===== src/design/dolist_pkg.sv =====
// Shared constants for the ordered key list engine: sizes, command and status codes.
package dolist_pkg;

    // List depth and derived widths
    localparam int CAPACITY = 32;
    localparam int IDX_W    = (CAPACITY > 1) ? $clog2(CAPACITY) : 1;
    localparam int CNT_W    = $clog2(CAPACITY + 1);
    localparam int OFF_W    = 6;
    localparam int CMP_W    = (CNT_W > OFF_W) ? CNT_W : OFF_W;
    localparam int KEY_W    = 64;
    localparam int CMD_W    = 3;
    localparam int ST_W     = 3;
    localparam int OUT_W    = 6;

    // Command codes
    localparam logic [CMD_W-1:0] CMD_INS_AT  = 3'd0;
    localparam logic [CMD_W-1:0] CMD_INS_BOT = 3'd1;
    localparam logic [CMD_W-1:0] CMD_RM_AT   = 3'd2;
    localparam logic [CMD_W-1:0] CMD_RM_KEY  = 3'd3;
    localparam logic [CMD_W-1:0] CMD_FIND    = 3'd4;
    localparam logic [CMD_W-1:0] CMD_MTF     = 3'd5;

    // Status codes
    localparam logic [ST_W-1:0] ST_DONE     = 3'd0;
    localparam logic [ST_W-1:0] ST_DUP      = 3'd1;
    localparam logic [ST_W-1:0] ST_OFFSET   = 3'd2;
    localparam logic [ST_W-1:0] ST_FULL     = 3'd3;
    localparam logic [ST_W-1:0] ST_NOCHANGE = 3'd4;

endpackage


===== src/design/dedup_ordered_list_engine.sv =====
// Ordered list of unique 64-bit keys with insert, remove, find and move-to-top.
//
// Usage:
//   Requests arrive on in_valid/in_ready with cmd, item_key and offset. Each
//   request yields one result on out_valid/out_ready carrying status, position
//   (index of item_key after the command, or the count if absent) and count.
//   The keys live in one synchronous RAM (one write port, one read port,
//   registered read). Every request first scans the list for item_key, one
//   entry per cycle, then commands that change the list shift entries one per
//   cycle through the RAM read/write ports.
//   One request is in work at a time; in_ready is high when the engine is idle.
//   Results sit in an output register; the next request is taken while that
//   result waits, and the engine holds its finished result until out_ready.
//   Reset empties the list (count zero) at once; no clearing pass is needed,
//   since entries at or beyond the count are never read.
module dedup_ordered_list_engine (
    input  logic                              clk,
    input  logic                              rst_n,
    input  logic                              in_valid,
    output logic                              in_ready,
    input  logic [dolist_pkg::CMD_W-1:0]      cmd,
    input  logic [dolist_pkg::KEY_W-1:0]      item_key,
    input  logic [dolist_pkg::OFF_W-1:0]      offset,
    output logic                              out_valid,
    input  logic                              out_ready,
    output logic [dolist_pkg::ST_W-1:0]       status,
    output logic [dolist_pkg::OUT_W-1:0]      position,
    output logic [dolist_pkg::OUT_W-1:0]      count
);

    localparam int IDX_W = dolist_pkg::IDX_W;
    localparam int CNT_W = dolist_pkg::CNT_W;
    localparam int CMP_W = dolist_pkg::CMP_W;
    localparam int KEY_W = dolist_pkg::KEY_W;

    // Sequencer states
    localparam logic [2:0] S_IDLE = 3'd0;
    localparam logic [2:0] S_SRCH = 3'd1;
    localparam logic [2:0] S_DEC  = 3'd2;
    localparam logic [2:0] S_SHDN = 3'd3;
    localparam logic [2:0] S_PUT  = 3'd4;
    localparam logic [2:0] S_SHUP = 3'd5;
    localparam logic [2:0] S_FIN  = 3'd6;

    // Key storage
    logic [KEY_W-1:0] mem [dolist_pkg::CAPACITY];
    logic [KEY_W-1:0] rdata_reg;
    logic             we;
    logic [IDX_W-1:0] waddr;
    logic [KEY_W-1:0] wdata;
    logic             re;
    logic [IDX_W-1:0] raddr;

    // Control and request registers
    logic [2:0]                   state_reg, state_next;
    logic [CNT_W-1:0]             cnt_reg, cnt_next;
    logic [CNT_W-1:0]             ptr_reg, ptr_next;
    logic                         pend_reg, pend_next;
    logic [IDX_W-1:0]             pend_addr_reg, pend_addr_next;
    logic                         found_reg, found_next;
    logic [CNT_W-1:0]             at_reg, at_next;
    logic [CNT_W-1:0]             p_reg, p_next;
    logic [CNT_W-1:0]             lim_reg, lim_next;
    logic [dolist_pkg::CMD_W-1:0] cmd_reg, cmd_next;
    logic [KEY_W-1:0]             key_reg, key_next;
    logic [dolist_pkg::OFF_W-1:0] off_reg, off_next;
    logic [dolist_pkg::ST_W-1:0]  st_reg, st_next;
    logic [CNT_W-1:0]             pos_reg, pos_next;
    logic                         ov_reg, ov_next;
    logic [dolist_pkg::ST_W-1:0]  ost_reg, ost_next;
    logic [dolist_pkg::OUT_W-1:0] opos_reg, opos_next;
    logic [dolist_pkg::OUT_W-1:0] ocnt_reg, ocnt_next;

    logic [CMP_W-1:0] off_w;
    logic [CMP_W-1:0] cnt_w;
    logic [CNT_W-1:0] p_sel;
    logic [CNT_W-1:0] cnt_dec;
    logic             hit;

    assign in_ready  = (state_reg == S_IDLE);
    assign out_valid = ov_reg;
    assign status    = ost_reg;
    assign position  = opos_reg;
    assign count     = ocnt_reg;

    // RAM write and registered read
    always_ff @(posedge clk)
    begin
        if (we)
        begin
            mem[waddr] <= wdata;
        end
        if (re)
        begin
            rdata_reg <= mem[raddr];
        end
    end

    // Sequencer
    always_comb
    begin
        state_next     = state_reg;
        cnt_next       = cnt_reg;
        ptr_next       = ptr_reg;
        pend_next      = pend_reg;
        pend_addr_next = pend_addr_reg;
        found_next     = found_reg;
        at_next        = at_reg;
        p_next         = p_reg;
        lim_next       = lim_reg;
        cmd_next       = cmd_reg;
        key_next       = key_reg;
        off_next       = off_reg;
        st_next        = st_reg;
        pos_next       = pos_reg;
        ov_next        = ov_reg;
        ost_next       = ost_reg;
        opos_next      = opos_reg;
        ocnt_next      = ocnt_reg;
        we             = 1'b0;
        waddr          = pend_addr_reg;
        wdata          = rdata_reg;
        re             = 1'b0;
        raddr          = ptr_reg[IDX_W-1:0];

        off_w   = CMP_W'(off_reg);
        cnt_w   = CMP_W'(cnt_reg);
        cnt_dec = cnt_reg - CNT_W'(1);
        p_sel   = (cmd_reg == dolist_pkg::CMD_INS_AT) ? CNT_W'(off_reg) : cnt_reg;
        hit     = pend_reg && (rdata_reg == key_reg);

        // Drop the result once the receiver takes it
        if (ov_reg && out_ready)
        begin
            ov_next = 1'b0;
        end

        case (state_reg)
            S_IDLE:
            begin
                if (in_valid)
                begin
                    cmd_next   = cmd;
                    key_next   = item_key;
                    off_next   = offset;
                    ptr_next   = '0;
                    pend_next  = 1'b0;
                    state_next = S_SRCH;
                end
            end

            // Scan entries for the key, one read per cycle
            S_SRCH:
            begin
                if (hit)
                begin
                    found_next = 1'b1;
                    at_next    = CNT_W'(pend_addr_reg);
                    pend_next  = 1'b0;
                    state_next = S_DEC;
                end
                else if (ptr_reg != cnt_reg)
                begin
                    re             = 1'b1;
                    raddr          = ptr_reg[IDX_W-1:0];
                    pend_next      = 1'b1;
                    pend_addr_next = ptr_reg[IDX_W-1:0];
                    ptr_next       = ptr_reg + CNT_W'(1);
                end
                else
                begin
                    pend_next = 1'b0;
                    if (!pend_reg)
                    begin
                        found_next = 1'b0;
                        at_next    = cnt_reg;
                        state_next = S_DEC;
                    end
                end
            end

            // Decide the outcome and set up any shift
            S_DEC:
            begin
                pend_next  = 1'b0;
                st_next    = dolist_pkg::ST_NOCHANGE;
                pos_next   = at_reg;
                state_next = S_FIN;
                case (cmd_reg)
                    dolist_pkg::CMD_INS_AT, dolist_pkg::CMD_INS_BOT:
                    begin
                        if ((cmd_reg == dolist_pkg::CMD_INS_AT) && (off_w > cnt_w))
                        begin
                            st_next = dolist_pkg::ST_OFFSET;
                        end
                        else if (found_reg)
                        begin
                            st_next = dolist_pkg::ST_DUP;
                        end
                        else if (cnt_reg == CNT_W'(dolist_pkg::CAPACITY))
                        begin
                            st_next = dolist_pkg::ST_FULL;
                        end
                        else
                        begin
                            st_next    = dolist_pkg::ST_DONE;
                            pos_next   = p_sel;
                            p_next     = p_sel;
                            ptr_next   = cnt_reg;
                            cnt_next   = cnt_reg + CNT_W'(1);
                            state_next = S_SHDN;
                        end
                    end
                    dolist_pkg::CMD_RM_AT:
                    begin
                        if (off_w < cnt_w)
                        begin
                            st_next    = dolist_pkg::ST_DONE;
                            ptr_next   = CNT_W'(off_reg);
                            lim_next   = cnt_dec;
                            cnt_next   = cnt_dec;
                            state_next = S_SHUP;
                            if (!found_reg || (at_reg == CNT_W'(off_reg)))
                            begin
                                pos_next = cnt_dec;
                            end
                            else if (at_reg > CNT_W'(off_reg))
                            begin
                                pos_next = at_reg - CNT_W'(1);
                            end
                            else
                            begin
                                pos_next = at_reg;
                            end
                        end
                    end
                    dolist_pkg::CMD_RM_KEY:
                    begin
                        if (found_reg)
                        begin
                            st_next    = dolist_pkg::ST_DONE;
                            pos_next   = cnt_dec;
                            ptr_next   = at_reg;
                            lim_next   = cnt_dec;
                            cnt_next   = cnt_dec;
                            state_next = S_SHUP;
                        end
                    end
                    dolist_pkg::CMD_FIND:
                    begin
                        st_next = dolist_pkg::ST_DONE;
                    end
                    dolist_pkg::CMD_MTF:
                    begin
                        if (found_reg)
                        begin
                            st_next    = dolist_pkg::ST_DONE;
                            pos_next   = '0;
                            p_next     = '0;
                            ptr_next   = at_reg;
                            state_next = S_SHDN;
                        end
                    end
                    default:
                    begin
                        st_next = dolist_pkg::ST_NOCHANGE;
                    end
                endcase
            end

            // Move entries toward the bottom, bottom-most first
            S_SHDN:
            begin
                if (pend_reg)
                begin
                    we    = 1'b1;
                    waddr = pend_addr_reg;
                    wdata = rdata_reg;
                end
                if (ptr_reg != p_reg)
                begin
                    re             = 1'b1;
                    raddr          = IDX_W'(ptr_reg - CNT_W'(1));
                    pend_next      = 1'b1;
                    pend_addr_next = ptr_reg[IDX_W-1:0];
                    ptr_next       = ptr_reg - CNT_W'(1);
                end
                else
                begin
                    pend_next = 1'b0;
                    if (!pend_reg)
                    begin
                        state_next = S_PUT;
                    end
                end
            end

            // Write the new key into the opened slot
            S_PUT:
            begin
                we         = 1'b1;
                waddr      = p_reg[IDX_W-1:0];
                wdata      = key_reg;
                state_next = S_FIN;
            end

            // Move entries toward the top to close the gap
            S_SHUP:
            begin
                if (pend_reg)
                begin
                    we    = 1'b1;
                    waddr = pend_addr_reg;
                    wdata = rdata_reg;
                end
                if (ptr_reg != lim_reg)
                begin
                    re             = 1'b1;
                    raddr          = IDX_W'(ptr_reg + CNT_W'(1));
                    pend_next      = 1'b1;
                    pend_addr_next = ptr_reg[IDX_W-1:0];
                    ptr_next       = ptr_reg + CNT_W'(1);
                end
                else
                begin
                    pend_next = 1'b0;
                    if (!pend_reg)
                    begin
                        state_next = S_FIN;
                    end
                end
            end

            // Hand the result to the output register when it is free
            S_FIN:
            begin
                if (!ov_reg || out_ready)
                begin
                    ov_next    = 1'b1;
                    ost_next   = st_reg;
                    opos_next  = dolist_pkg::OUT_W'(pos_reg);
                    ocnt_next  = dolist_pkg::OUT_W'(cnt_reg);
                    state_next = S_IDLE;
                end
            end

            default:
            begin
                state_next = S_IDLE;
            end
        endcase
    end

    // Control registers
    always_ff @(posedge clk or negedge rst_n)
    begin
        if (!rst_n)
        begin
            state_reg <= S_IDLE;
            cnt_reg   <= '0;
            pend_reg  <= 1'b0;
            ov_reg    <= 1'b0;
        end
        else
        begin
            state_reg <= state_next;
            cnt_reg   <= cnt_next;
            pend_reg  <= pend_next;
            ov_reg    <= ov_next;
        end
    end

    // Payload and working registers
    always_ff @(posedge clk)
    begin
        ptr_reg       <= ptr_next;
        pend_addr_reg <= pend_addr_next;
        found_reg     <= found_next;
        at_reg        <= at_next;
        p_reg         <= p_next;
        lim_reg       <= lim_next;
        cmd_reg       <= cmd_next;
        key_reg       <= key_next;
        off_reg       <= off_next;
        st_reg        <= st_next;
        pos_reg       <= pos_next;
        ost_reg       <= ost_next;
        opos_reg      <= opos_next;
        ocnt_reg      <= ocnt_next;
    end

endmodule

===== config.mk =====
export PLATFORM = sky130hd
export DESIGN_NAME = dedup_ordered_list_engine
export DESIGN_NICKNAME = d
export VERILOG_FILES = /design/src/design/dolist_pkg.sv /design/src/design/dedup_ordered_list_engine.sv
export SDC_FILE = /design/constraint.sdc
export NUM_CORES = 2
export LEC_CHECK = 0
export BUFFER_PORTS_ARGS = -buffer_cell sky130_fd_sc_hd__buf_2
export CORE_MARGIN = 5
export CORE_UTILIZATION = 55
export DETAILED_ROUTE_END_ITERATION = 12
export MAX_ROUTING_LAYER = met4
export PLACE_DENSITY = 0.74
export REMOVE_ABC_BUFFERS = 1
export SKIP_CTS_REPAIR_TIMING = 1
export SLEW_MARGIN = 10
export SYNTH_ARGS = -nofsm -noshare
export SYNTH_HDL_FRONTEND = slang
export SYNTH_SLANG_ARGS = --single-unit

===== constraint.sdc =====
create_clock -name clk -period 5.5 [get_ports clk]
set_clock_uncertainty 0.2 [all_clocks]
set_input_delay 1.1 -clock clk [delete_from_list [all_inputs] [get_ports clk]]
set_output_delay 1.1 -clock clk [all_outputs]
set_load 0.005 [all_outputs]

## Word level (Yosys, flattened, before mapping)

Memory sizes are Yosys's and may differ from the RTL's. A register that Yosys moved wholly into a read port is not among the register bits.
Cells that the tools add are included.

- Memories kept: 1
- Word-level logic and storage cells: 184
- Flip-flop bits (word level): 138
- Memory bits (writable): 2048

- Mux-type cells: 86
- Reductions and logical operators: 27
- Order comparisons: 3
- $add $sub $neg: 5
- Equality and inequality tests: 43

Memory list:

| name | words | bits a word | rd ports | clocked after memory_dff | wr ports | line | source |
|---|---|---|---|---|---|---|---|
| mem | 32 | 64 | 1 | 1 | 1 | dedup_ordered_list_engine.sv:46 | `logic [KEY_W-1:0] mem [dolist_pkg::CAPACITY];` |

Operator list:

| cell | count |
|---|---|
| 6-bit two-way mux | 30 |
| 64-bit == test | 1 |
| 64-bit two-way mux | 1 |
| 3-bit two-way mux | 15 |
| 5-bit two-way mux | 8 |
| 6-bit case mux with 3 select lines | 2 |
| 2-bit != test (second input constant) | 17 |
| 6-bit case mux with 5 select lines | 1 |
| 3-bit case mux with 4 select lines | 2 |
| 6-bit case mux with 2 select lines | 2 |
| 6-bit case mux with 4 select lines | 1 |
| 3-bit != test (second input constant) | 7 |
| 3-bit case mux with 7 select lines | 1 |
| 6-bit != test | 3 |
| 6-bit by 1-bit subtractor with 6-bit output (second input constant) | 3 |
| 3-bit == test (second input constant) | 5 |
| 5-bit case mux with 3 select lines | 1 |
| 1-bit two-way mux | 13 |
| 6-bit by 1-bit adder with 6-bit output (second input constant) | 2 |
| 3-bit by 2-bit == test with 1-bit output (second input constant) | 4 |
| 6-bit > comparator | 2 |
| 12-bit AND reduction | 1 |
| 2-bit two-way mux | 5 |
| 5-bit case mux with 2 select lines | 1 |
| 24 further kinds | 36 |

## Logic depth before layout (Yosys ltp)

- Depth in word-level cells: 6
- Mapped depth: 16

## Least setup slack after synthesis

Ideal clock, no wire load.

- Path type: register to register
- Start: register state_reg[1]
- End: memory mem[19][0], enable pin
- Data arrival time: 4.300 ns
- Stages on the path, launching flop included: 8
- Path buffers: 2
- Slack: 0.514 ns
- Cells stage by stage: dfrtp_1 clkbuf_1 clkbuf_1 nor3_1 nand3b_1 o21ai_0 nand2_1 nor2_1

- Word-level cells in the longest chain between the ends: 5
- Elaborated cells between the ends (all ways): 8
- Those cells by class: eq/ne (3); mux (4); reduce/logical (1)

Ends and longest elaborated chain:

| element | line | source |
|---|---|---|
| start, declared | dedup_ordered_list_engine.sv:55 | `logic [2:0] state_reg, state_next;` |
| start signal, assigned | dedup_ordered_list_engine.sv:366 | `state_reg <= state_next;` |
| 3-bit == test or 3-bit by 2-bit == test with 1-bit output (tied branches) | dedup_ordered_list_engine.sv:138 | `case (state_reg)` |
| 2-bit OR reduction (no line) | - |  |
| 1-bit case mux with 2 select lines | dedup_ordered_list_engine.sv:138 |  |
| 1-bit two-way mux | dedup_ordered_list_engine.sv:89 | `if (we)` |
| 1-bit two-way mux (implied by the code) | dedup_ordered_list_engine.sv:91 | `mem[waddr] <= wdata;` |
| end, declared | dedup_ordered_list_engine.sv:46 |  |

Several ways; a longest one is shown, not always the timed one.

## Worst setup path after layout

- Start: register ptr_reg[3]
- End: register rdata_reg[15], read port of mem (data pin)

- Word-level cells in the longest chain between the ends: 4
- Elaborated cells between the ends (all ways): 13
- Those cells by class: add/sub (2); eq/ne (3); mux (8)

Ends and longest elaborated chain:

| element | line | source |
|---|---|---|
| start, declared | dedup_ordered_list_engine.sv:57 | `logic [CNT_W-1:0] ptr_reg, ptr_next;` |
| start signal, assigned | dedup_ordered_list_engine.sv:376 | `ptr_reg <= ptr_next;` |
| branches (longest 4 deep; another with 6-bit by 1-bit adder with 6-bit output) | - |  |
| end, declared | dedup_ordered_list_engine.sv:47 | `logic [KEY_W-1:0] rdata_reg;` |

Parallel ways; which one is timed is not known.
A chain may end at the register's enable or synchronous reset.

==> run_results.csv <==
group,metric,value,unit
yosys,synth_cells,6750,
setup_path,critPathBufInv,1,
timing,post-route-period-util,85.4,%
worst_hold_path,min_path_cells,1,
clock_network,tritoncts,"yes",
timing,finalSetupViolCount,0,
yosys,async_flop_share,0.489,%
routing,drcViolationCount,0,
layout,drive_gt1_share,9.40,%
timing,final_max_slew_viol_count,0,
setup_path,critPathRequiredTime,5900,ps
floorplanning,die_w,422,um
floorplanning,num_rows,151,
layout,fin_cells,9208,
worst_hold_path,min-delay-start,"item_key[29]",
routing,drtIter0Drc,9255,
timing,relSlewSlack,14.7,%
worst_hold_path,hp-class,"input pin to flip-flop",
global_routing,grt_pass1_wl,386,mm
pwr,ir_drop,0.000904,V
setup_path,cp_slowest_cell,"xnor2_4",
routing,avgRoutedWirePerCell,29.0,um
global_routing,grt_max_degree,202,
clock_network,clock-sinks,2250,
setup_path,crit_path_frequent_cell,"mux2i_1",
timing,fmaxAchievable,213,MHz
outcome,status,"complete, no violations",
layout,synthToLayoutAreaGrowth,11.8,%
yosys,synth_edf_count,2239,
floorplanning,start_util,55.2,%
worst_hold_path,hold_path_end,"key_reg[29]",
setup_path,r2r_start,"ptr_reg[3]",
place,post-place-ws,850,ps
setup_path,start_kind,"flip-flop",
layout,largest_register_ffs,2048,
place,port_buffers,93,
timing,hold_viol_final,0,
clock_network,path_clk_slew,70,ps
yosys,syn-cell-area,93200,sq um
layout,nets,6901,
yosys,synth_ff_type,"edfxtp_1",
floorplanning,die_h,422,um
global_routing,antenna_found_initial,4,
clock_network,clock_latency,870,ps
flow_run,max_cap_viol_count,0,
pwr,total_leakage_power,36.7,nW
clock_network,h-tree-depth,4,
yosys,synth.distinct_cells,72,
timing,hold_slack,209,ps
setup_path,r2r_slack,800,ps
timing,tightest_slew,1270,ps
setup_path,max_stage_delay,920,ps
yosys,ys_seq_elements,2250,
layout,fillers,12100,
timing,timing.final.ws_setup,800,ps
yosys,synth_warnings,0,
place,globalplace.congestion,0.869,
floorplanning,io_pins,94,
floorplanning,fp.coreArea,169000,sq um
setup_path,worstPathArrival,5100,ps
place,hpwl,136,mm
pwr,p_per_area,717,nW/um^2
setup_path,reg2reg_depth,10,
yosys,ys_seq_area_share,72.4,%
yosys,synth.avg_cell_area,13.8,sq um
layout,final_common_cell,"edfxtp_1",
routing,dr.pass1.iters,7,
clock_network,cts_buffer_depth,3,
setup_path,path_max_fanout,31,
global_routing,grt_pass1_vias,57700,
timing,min_period,4700,ps
routing,antenna_left,0,
clock_network,cts_buffers,212,
routing,num_vias,60400,
setup_path,crit_chain,"xor2_1, nor4_2, a21oi_1, nor2_4, xnor2_4, buf_4, mux2i_1, mux2i_1, a2111o_1, a211o_1",
global_routing,grt_overflow,0,
setup_path,r2r_end,"rdata_reg[15]",
clock_network,cts_root_buf,"clkbuf_16",
place,dp_cells,8809,
global_routing,grt.total_usage,30.3,%
floorplanning,die_area,178000,sq um
timing,rsz0062_at_grt,"false",
routing,finalWirelength,267,mm
layout,final_cell_mix,"2239 x edfxtp_1, 1797 x nand2_1, 582 x mux2i_1",
setup_path,crit_type,"flip-flop to flip-flop",
routing,avgViaCountPerCell,6.56,
setup_path,end_kind,"flip-flop",
setup_path,cp_top_family,"XOR/XNOR gates",
[report_power, final]
group | internal [mW] | total [mW] | switching (mW)
logic | 11.1 | 35.4 | 24.2
registers | 24.1 | 24.8 | 0.675
clock network | 8.10 | 14.5 | 6.38
total | 43.4 | 74.7 | 31.3
[worst max path at each step]
| stage | startpoint | end | slack (ps) | cells past startpoint |
|---|---|---|---|---|
| 6_report | ptr_reg[3] | rdata_reg[15] | 800 | 10 |
| 4_1_cts | ptr_reg[3] | rdata_reg[8] | 820 | 10 |
| 5_1_grt | ptr_reg[3] | rdata_reg[50] | 550 | 10 |
| 2_1_floorplan | ptr_reg[0] | rdata_reg[0] | -44630 | 6 |
| 3_5_place_dp | ptr_reg[3] | rdata_reg[8] | 850 | 10 |
| 3_3_place_gp | ptr_reg[3] | rdata_reg[8] | 950 | 10 |
[cell families (layout without fill, tap and decap cells)]
kind of cell,count (synthesis),after routing,synth area share (%)
AOI/OAI and AO/OA,1037,1037,8.16
muxes,584,584,6.27
other,0,4,0
and+or+nand+nor,2287,2287,9.91
adders and majority gates,18,18,0.242
DFF,2250,2250,72.4
buffers and inverters,475,711,2.07
xor gates and xnor gates,99,99,0.938
[metal layers]
layer | global-route usage [%] | routed length, um | vias up
met5 | - | 0 | -
met4 | 13.0 | 13000 | 0
met3 | 6.60 | 33700 | 762
met2 | 46.4 | 125000 | 4325
met1 | 39.5 | 95800 | 29700
li1 | - | - | 25600
[through the flow]
step	cell area (sq um)	total power, mW	utilization, %	TNS [ps]
after detailed placement	97300	59.6	57.6	0
after global routing	104000	77.5	61.7	0
after floorplan	91400	40.9	-	-8483950
final	104000	74.7	61.7	0
after global placement	97300	58.7	57.6	0
after CTS	104000	74.0	61.7	0
[synthesized netlist by cell type (11+ instances only)]
cell type | instances | area, sq um
edfxtp_1 | 2239 | 67200
nand2_1 | 1798 | 6750
mux2i_1 | 582 | 5830
a21oi_1 | 408 | 2040
clkbuf_1 | 332 | 1250
nor3_1 | 206 | 1030
a311oi_1 | 192 | 1680
nand3_1 | 146 | 731
xor2_1 | 80 | 701
buf_2 | 76 | 380
a221oi_1 | 69 | 604
a32oi_1 | 67 | 587
nor2_1 | 66 | 248
a32o_1 | 65 | 651
a2111o_1 | 64 | 721
a211o_1 | 64 | 561
o21ai_0 | 37 | 185
buf_1 | 28 | 105
inv_1 | 26 | 97.6
nor4_1 | 22 | 138
ha_1 | 18 | 225
xnor2_1 | 18 | 158
dfrtp_1 | 11 | 275
[final cells by class]
cell class              instances  area [sq um]  area share [%]
well taps                    2218          2780            2.66
diodes                          4          10.0         0.00961
repair buffers                289          2720            2.61
flip-flops and latches       2250         67500            64.8
inverters                      28           113           0.108
clock inverters               139          1340            1.29
clock buffers                 255          5510            5.29
multi-input cells            4025         24200            23.2
(Power assumes the default switching activity.)
